`config.mk`:
```
export PLATFORM = sky130hd
export DESIGN_NAME = bfd_position
export DESIGN_NICKNAME = d
export VERILOG_FILES = /design/src/design/bfd_pkg.sv /design/src/design/bfd_position.sv
export SDC_FILE = /design/constraint.sdc
export NUM_CORES = 1
export LEC_CHECK = 0
export BUFFER_PORTS_ARGS = -buffer_cell sky130_fd_sc_hd__buf_4
export CAP_MARGIN = 20
export CELL_PAD_IN_SITES_DETAIL_PLACEMENT = 1
export CELL_PAD_IN_SITES_GLOBAL_PLACEMENT = 1
export CORE_MARGIN = 2
export CORE_UTILIZATION = 45
export CTS_BUF_LIST = sky130_fd_sc_hd__clkbuf_8
export CTS_CLUSTER_SIZE = 20
export DETAILED_ROUTE_END_ITERATION = 7
export GPL_TIMING_DRIVEN = 0
export PLACE_DENSITY = 0.78
export SLEW_MARGIN = 25
export SYNTH_ARGS = -nofsm -noshare
export SYNTH_HDL_FRONTEND = slang
export SYNTH_SLANG_ARGS = --single-unit
```
`constraint.sdc`:
```
create_clock -name clk -period 13.46 [get_ports clk]
set_input_delay 0.673 -clock clk [delete_from_list [all_inputs] [get_ports clk]]
set_output_delay 0.673 -clock clk [all_outputs]
set_load 0.1 [all_outputs]
```
`src/design/bfd_pkg.sv`:
```
// Shared types, constants and lookup functions of the box filter downsampler.
package bfd_pkg;

  localparam int PIX_W      = 32;
  localparam int POS_W      = 11;
  localparam int DIM_W      = 12;
  localparam int FACTOR_W   = 4;
  localparam int CIB_W      = 3;
  localparam int CH_W       = 14;
  localparam int SUM_DEPTH  = 1024;
  localparam int SUM_AW     = $clog2(SUM_DEPTH);
  localparam int FIFO_DEPTH = 8;
  localparam int FIFO_AW    = $clog2(FIFO_DEPTH);
  localparam int FIFO_CW    = $clog2(FIFO_DEPTH + 1);
  localparam int MAX_FACTOR = 8;
  localparam int MAX_DIM    = 2048;
  localparam int RECF_W     = 16;
  localparam int RECF_SHIFT = 15;
  localparam int RECA_W     = 19;
  localparam int RECA_SHIFT = 20;
  localparam logic [7:0] ALPHA_OPAQUE = 8'd255;

  localparam logic [1:0] REG_FACTOR       = 2'd0;
  localparam logic [1:0] REG_FRAME_WIDTH  = 2'd1;
  localparam logic [1:0] REG_FRAME_HEIGHT = 2'd2;

  // Effective configuration seen by the datapath.
  typedef struct packed {
    logic [FACTOR_W-1:0] f;
    logic [DIM_W-1:0]    w;
    logic [DIM_W-1:0]    h;
  } cfg_t;

  // Block position of the pixel being accepted.
  typedef struct packed {
    logic             hit;
    logic             first;
    logic             last;
    logic             f1;
    logic             fend;
    logic [POS_W-1:0] bcol;
    logic [POS_W-1:0] brow;
  } pos_t;

  typedef struct packed {
    logic [CH_W-1:0] r;
    logic [CH_W-1:0] g;
    logic [CH_W-1:0] b;
  } sum_t;

  typedef struct packed {
    logic [PIX_W-1:0] color;
    logic [POS_W-1:0] out_column;
    logic [POS_W-1:0] out_row;
    logic             frame_end;
  } res_t;

  function automatic logic [FACTOR_W-1:0] eff_factor(input logic [FACTOR_W-1:0] f);
    logic [FACTOR_W-1:0] e;
    e = f;
    if (f == '0) e = FACTOR_W'(1);
    else if (f > FACTOR_W'(MAX_FACTOR)) e = FACTOR_W'(MAX_FACTOR);
    return e;
  endfunction

  function automatic logic [DIM_W-1:0] clamp_dim(input logic [DIM_W-1:0] v);
    logic [DIM_W-1:0] e;
    e = v;
    if (v == '0) e = DIM_W'(1);
    else if (v > DIM_W'(MAX_DIM)) e = DIM_W'(MAX_DIM);
    return e;
  endfunction

  // ceil(2^15 / f): exact floor division of any 12-bit value by f.
  function automatic logic [RECF_W-1:0] recip_factor(input logic [FACTOR_W-1:0] f);
    logic [RECF_W-1:0] r;
    case (f)
      4'd1:    r = 16'd32768;
      4'd2:    r = 16'd16384;
      4'd3:    r = 16'd10923;
      4'd4:    r = 16'd8192;
      4'd5:    r = 16'd6554;
      4'd6:    r = 16'd5462;
      4'd7:    r = 16'd4682;
      4'd8:    r = 16'd4096;
      default: r = 16'd32768;
    endcase
    return r;
  endfunction

  // ceil(2^20 / f^2): exact floor division of any 14-bit sum by the block area.
  function automatic logic [RECA_W-1:0] recip_area(input logic [FACTOR_W-1:0] f);
    logic [RECA_W-1:0] r;
    case (f)
      4'd2:    r = 19'd262144;
      4'd3:    r = 19'd116509;
      4'd4:    r = 19'd65536;
      4'd5:    r = 19'd41944;
      4'd6:    r = 19'd29128;
      4'd7:    r = 19'd21400;
      4'd8:    r = 19'd16384;
      default: r = 19'd0;
    endcase
    return r;
  endfunction

endpackage

```
`src/design/bfd_position.sv`:
```
// Position counters and the sequencer that rederives block positions after configuration.
module bfd_position (
  input  logic            clk,
  input  logic            rst,
  input  bfd_pkg::cfg_t   cfg,
  input  logic            restart,
  input  logic            accept,
  input  logic            frame_start,
  output bfd_pkg::pos_t   pos,
  output logic            ready
);

  typedef enum logic [2:0] {
    ST_RUN = 3'b001,
    ST_DIV = 3'b010,
    ST_REM = 3'b100
  } seq_state_t;

  seq_state_t state;
  logic [1:0] step;

  logic [bfd_pkg::POS_W-1:0] col, row, bcol, brow;
  logic [bfd_pkg::CIB_W-1:0] cib, rib;
  logic [bfd_pkg::DIM_W-1:0] bw, bh;

  logic [bfd_pkg::POS_W-1:0] c, r, bc, br;
  logic [bfd_pkg::CIB_W-1:0] ci, ri;

  logic [bfd_pkg::POS_W-1:0] col_next, row_next, bcol_next, brow_next;
  logic [bfd_pkg::CIB_W-1:0] cib_next, rib_next;

  logic [bfd_pkg::DIM_W-1:0]   num;
  logic [bfd_pkg::RECF_W-1:0]  recf;
  logic [27:0]                 dprod;
  logic [12:0]                 quo;
  logic [14:0]                 cprod, rprod;

  // A frame start places the pixel at the origin before anything else.
  always_comb begin
    if (frame_start) begin
      c  = '0;
      r  = '0;
      ci = '0;
      ri = '0;
      bc = '0;
      br = '0;
    end else begin
      c  = col;
      r  = row;
      ci = cib;
      ri = rib;
      bc = bcol;
      br = brow;
    end
  end

  always_comb begin
    pos.hit   = (bfd_pkg::DIM_W'(c) < cfg.w) && (bfd_pkg::DIM_W'(r) < cfg.h) &&
                (bfd_pkg::DIM_W'(bc) < bw) && (bfd_pkg::DIM_W'(br) < bh);
    pos.first = (ci == '0) && (ri == '0);
    pos.last  = (bfd_pkg::FACTOR_W'(ci) == cfg.f - 4'd1) &&
                (bfd_pkg::FACTOR_W'(ri) == cfg.f - 4'd1);
    pos.f1    = (cfg.f == 4'd1);
    pos.fend  = (bfd_pkg::DIM_W'(bc) + 12'd1 == bw) && (bfd_pkg::DIM_W'(br) + 12'd1 == bh);
    pos.bcol  = bc;
    pos.brow  = br;
  end

  always_comb begin
    col_next  = c + 11'd1;
    row_next  = r;
    cib_next  = ci + 3'd1;
    rib_next  = ri;
    bcol_next = bc;
    brow_next = br;
    if (bfd_pkg::FACTOR_W'(ci) + 4'd1 == cfg.f) begin
      cib_next  = '0;
      bcol_next = bc + 11'd1;
    end
    if (bfd_pkg::DIM_W'(c) + 12'd1 >= cfg.w) begin
      col_next  = '0;
      cib_next  = '0;
      bcol_next = '0;
      if (bfd_pkg::DIM_W'(r) + 12'd1 >= cfg.h) begin
        row_next  = '0;
        rib_next  = '0;
        brow_next = '0;
      end else begin
        row_next = r + 11'd1;
        if (bfd_pkg::FACTOR_W'(ri) + 4'd1 == cfg.f) begin
          rib_next  = '0;
          brow_next = br + 11'd1;
        end else begin
          rib_next = ri + 3'd1;
        end
      end
    end
  end

  // One shared reciprocal multiplier divides column, row, width and height by the factor.
  always_comb begin
    case (step)
      2'd0:    num = bfd_pkg::DIM_W'(col);
      2'd1:    num = bfd_pkg::DIM_W'(row);
      2'd2:    num = cfg.w;
      default: num = cfg.h;
    endcase
    recf  = bfd_pkg::recip_factor(cfg.f);
    dprod = num * recf;
    quo   = dprod[27:bfd_pkg::RECF_SHIFT];
    cprod = bcol * cfg.f;
    rprod = brow * cfg.f;
  end

  always_ff @(posedge clk) begin
    if (rst) begin
      state <= ST_DIV;
      step  <= '0;
      col   <= '0;
      row   <= '0;
      cib   <= '0;
      rib   <= '0;
      bcol  <= '0;
      brow  <= '0;
      bw    <= '0;
      bh    <= '0;
    end else if (restart) begin
      state <= ST_DIV;
      step  <= '0;
    end else begin
      case (state)
        ST_DIV: begin
          case (step)
            2'd0:    bcol <= quo[bfd_pkg::POS_W-1:0];
            2'd1:    brow <= quo[bfd_pkg::POS_W-1:0];
            2'd2:    bw   <= quo[bfd_pkg::DIM_W-1:0];
            default: bh   <= quo[bfd_pkg::DIM_W-1:0];
          endcase
          step <= step + 2'd1;
          if (step == 2'd3) state <= ST_REM;
        end
        ST_REM: begin
          cib   <= bfd_pkg::CIB_W'(col - cprod[bfd_pkg::POS_W-1:0]);
          rib   <= bfd_pkg::CIB_W'(row - rprod[bfd_pkg::POS_W-1:0]);
          state <= ST_RUN;
        end
        ST_RUN: begin
          if (accept) begin
            col  <= col_next;
            row  <= row_next;
            cib  <= cib_next;
            rib  <= rib_next;
            bcol <= bcol_next;
            brow <= brow_next;
          end
        end
        default: state <= ST_DIV;
      endcase
    end
  end

  assign ready = (state == ST_RUN);

endmodule

```
==> reports/results.tsv <==
stage	metric	value	unit
status	outcome	completed	
cts	H-tree Lvls	3	
critical_path	r2r endpoint	brow[2]	
synth	flop and latch count out of synthesis	79	
cts	clk slew on worst S/H paths	90	ps
layout	Layout area overhead	8.53	%
cts	CTS Sinks	79	
global_route	vias in the first global route	13300	
synth	compound-gate portion of the synthesized area	16.0	%
critical_path	worst r2r src	step[0]	
cts	Num CTS Buffers	9	
critical_path	Critical Path AT	8750	ps
synth	number of flops mapped to enable cells by yosys	0	
critical_path	most frequent CP cell	fa_1	
cts	Max Buffers Root-to-Sink	2	
die	IO Count	61	
pwr	P per Cell Area	42.8	nW/um^2
placed_design	gpl congestion	0.981	
die	Initial Util	45.4	%
cts	CTS Hold Bufs	0	
synth	syn_nets	2022	
sta	Final period util	62.9	%
global_route	largest net degree at the start of global routing	15	
layout	diode count	0	
sta	Slew Limit Fails	0	
global_route	total track usage	32.8	%
critical_path	Critical Path Sink Type	register	
detailed_routing	Routed WL	50100	um
critical_path	CP Class	register to register	
layout	layout cell share with drive strength beyond 1	6.09	%
critical_path	crit-path max cell delay	880	ps
detailed_routing	Routed WL per cell	23.2	um
detailed_routing	average via count per standard cell	5.92	
critical_path	worst-case reg-to-reg path depth	24	
die	Die Footprint	31000	sq um
synth	Post-Syn Area	13300	sq um
sta	slew margin rel.	23.1	%
detailed_routing	drt initial violations	1011	
synth	Post-Synth Adder-Cell Area	35.1	%
critical_path	Max Fanout on Critical Path	10	
die	Core Box Area	29400	sq um
layout	FILL cells	3713	
placed_design	I/O Buffers	59	
sta	worst-margin pin slew	1150	ps
cts	post-CTS sizing	0	
critical_path	Worst Path Required	13740	ps
min_path	WHS Endpoint	bw[6]	
die	Die Width	176	um
synth	Synth Warn #	0	
die	Die Y	176	um
pwr	Worst IR Drop VDD	0.0381	mV
synth	top_reg_cell synth	dfxtp_1	
critical_path	CP Cell Sequence	ha_1, clkbuf_1, inv_1, clkbuf_1, and2_1, a21oi_1, nand2_1, fa_1, fa_1, inv_1, fa_1, fa_1, inv_1, fa_1, inv_1, ha_1, nand2_1, o21ai_0, nor2_1, o21ai_0, nor2_1, xnor2_1, a22oi_1, o21ai_0	
detailed_routing	drt drc	0	
sta	RSZ-0062 raised after global routing	false	
synth	post-synthesis mux area share	0.628	%
global_route	first-pass GRT wire length	77300	um
sta	Setup TNS	0	ps
global_route	initial antenna violation count	0	
sta	clock skew	21.7	ps
detailed_routing	vias	12800	
detailed_routing	antenna-violating nets left	0	
sta	min cycle time layout	8470	ps
sta	Hold Violations, Final	0	
synth	Synth Area in XOR/XNOR	6.24	%
critical_path	reg-to-reg slack, setup	4990	ps
critical_path	Worst Setup Start Kind	register	
sta	Hold WS	468	ps
global_route	total gr overflow	0	
cts	root buffer cell	clkbuf_8	
sta	Finish-stage setup viols	0	
cts	Clk Latency, worst-skew pair	390	ps
synth	Async SR Flop Fraction	0	%
layout	nets@finish	2092	
synth	Avg Synthesized Cell Area	7.85	sq um
min_path	Hold Path Origin	bw[6]	
cts	CTS tree	built	
min_path	Hold WC Path Type	register to register	
synth	Seq/Total Area, Yosys	11.9	%
detailed_routing	DR pass1 iterations	7	
synth	combinational family with the most area after synthesis	adder cells	
critical_path	slowest library cell on the worst path	a21oi_1	
synth	Mapped Cells	1699	
sta	maximum operating frequency	118	MHz
min_path	WHS Path Cells	2	
cts	number of setup buffers added after CTS	0	
pwr	P_leak	6.79	nW
die	Std-Cell Rows	63	
run	Max Cap Violations	0	
synth	Post-Synth Simple-Gate Area	20.6	%
placed_design	hpwl dp	41600	um
synth	Unique masters post-synth	80	
-- cell usage in the layout, fill, tap and decap left out, drive strengths merged, types with 9 or more instances in the layout --
master / synthesis / layout
and3: 15 / 15
a21o: 24 / 24
a222oi: 11 / 11
a21oi: 86 / 86
a31oi: 9 / 9
nor4: 13 / 13
nor2b: 48 / 48
nand3: 36 / 36
dfxtp: 79 / 79
o21ai: 77 / 77
o21a: 19 / 19
nor2: 138 / 138
clkbuf: 49 / 59
nand2: 203 / 203
buf: 13 / 72
nand4: 9 / 9
nor3: 23 / 23
nand2b: 14 / 14
fa: 140 / 140
xor2: 29 / 29
xnor2: 66 / 66
inv: 273 / 275
ha: 150 / 150
and2: 28 / 28
a22oi: 18 / 18
-- cell usage after synthesis, drive strengths merged, types with 23 or more instances --
cell type  count  area share [%]
ha           150              14
a21oi         86             3.3
nand2        203             5.7
and2          28             1.3
clkbuf        49             1.4
xnor2         66             4.3
nor2         138             3.9
dfxtp         79              12
fa           140              21
nand3         36             1.4
nor3          23            0.86
o21ai         77             2.9
a21o          24             1.4
xor2          29             1.9
inv          273             7.7
nor2b         48             2.3
-- registers in the layout, indices dropped and copies added (netlist names) --
register	flops
cib	3
bcol	11
row	11
bw	12
brow	11
state	3
step	2
rib	3
col	11
bh	12
-- per-layer routing --
| metal | track usage, % | share of wire (%) | vias up |
|---|---|---|---|
| li1 | - | - | 5766 |
| met1 | 45.7 | 44 | 6433 |
| met5 | 0 | 0 | - |
| met2 | 51.9 | 45 | 534 |
| met3 | 7.19 | 8.6 | 85 |
| met4 | 7.89 | 2.4 | 0 |
-- kinds of logic (layout without fill, tap and decap cells) --
kind of cell    after synthesis  after routing
fa+ha+maj                   290            290
flops                        79             79
simple gates                572            572
mux                           8              8
xor+xnor                     95             95
compound gates              319            319
buf+inv                     336            411
-- worst max path at each step --
stage,to,slack [ps],cells after the start,startpoint
6_report,brow[2],4990,24,step[0]
5_1_grt,bw[8],4470,27,step[0]
4_1_cts,brow[2],5190,24,step[0]
3_5_place_dp,bw[8],5130,27,cfg[25]
3_3_place_gp,brow[6],4880,23,cfg[26]
2_1_floorplan,pos[22],5490,15,frame_start
-- cell type report --
class                           instances  area [sq um]  share of cell area, %
Timing Repair Buffer                   59           443                   3.06
Buffer                                 62           250                   1.73
Tap cell                              390           488                   3.37
Clock inverter                          6          45.0                  0.311
Sequential cell                        79          1580                   10.9
Multi-Input combinational cell       1284         10500                   72.6
Inverter                              274          1030                   7.10
Clock buffer                           10           138                  0.950
-- metrics by stage --
step / setup slack (ps) / cells / total power, mW / instance area, sq um / util [%]
6_report: 4990 / 2164 / 0.620 / 14500 / 49.2
3_5_place_dp: 5130 / 2148 / 0.438 / 14300 / 48.6
2_1_floorplan: 5490 / 1699 / 0.371 / 13300 / -
3_3_place_gp: 4880 / 2148 / 0.433 / 14300 / 48.5
4_1_cts: 5190 / 2164 / 0.617 / 14500 / 49.2
5_1_grt: 4470 / 2164 / 0.644 / 14500 / 49.2
-- power by group --
part	leakage [nW]	internal, mW	switching [mW]	total, mW
registers	0.639	0.239	0.00781	0.247
logic	6.06	0.0586	0.133	0.192
clock network	0.0903	0.0729	0.109	0.182
total	6.79	0.370	0.250	0.620
-- worst max-delay path, delay by kind of cell, from the launching register on --
kind / cells / cell delay, ps
simple gates: 5 / 710
xor+xnor: 1 / 640
flops: 1 / 420
buf+inv: 6 / 1090
fa+ha+maj: 7 / 3300
compound gates: 5 / 2220
Note: power is estimated with default switching activity, not from simulation.
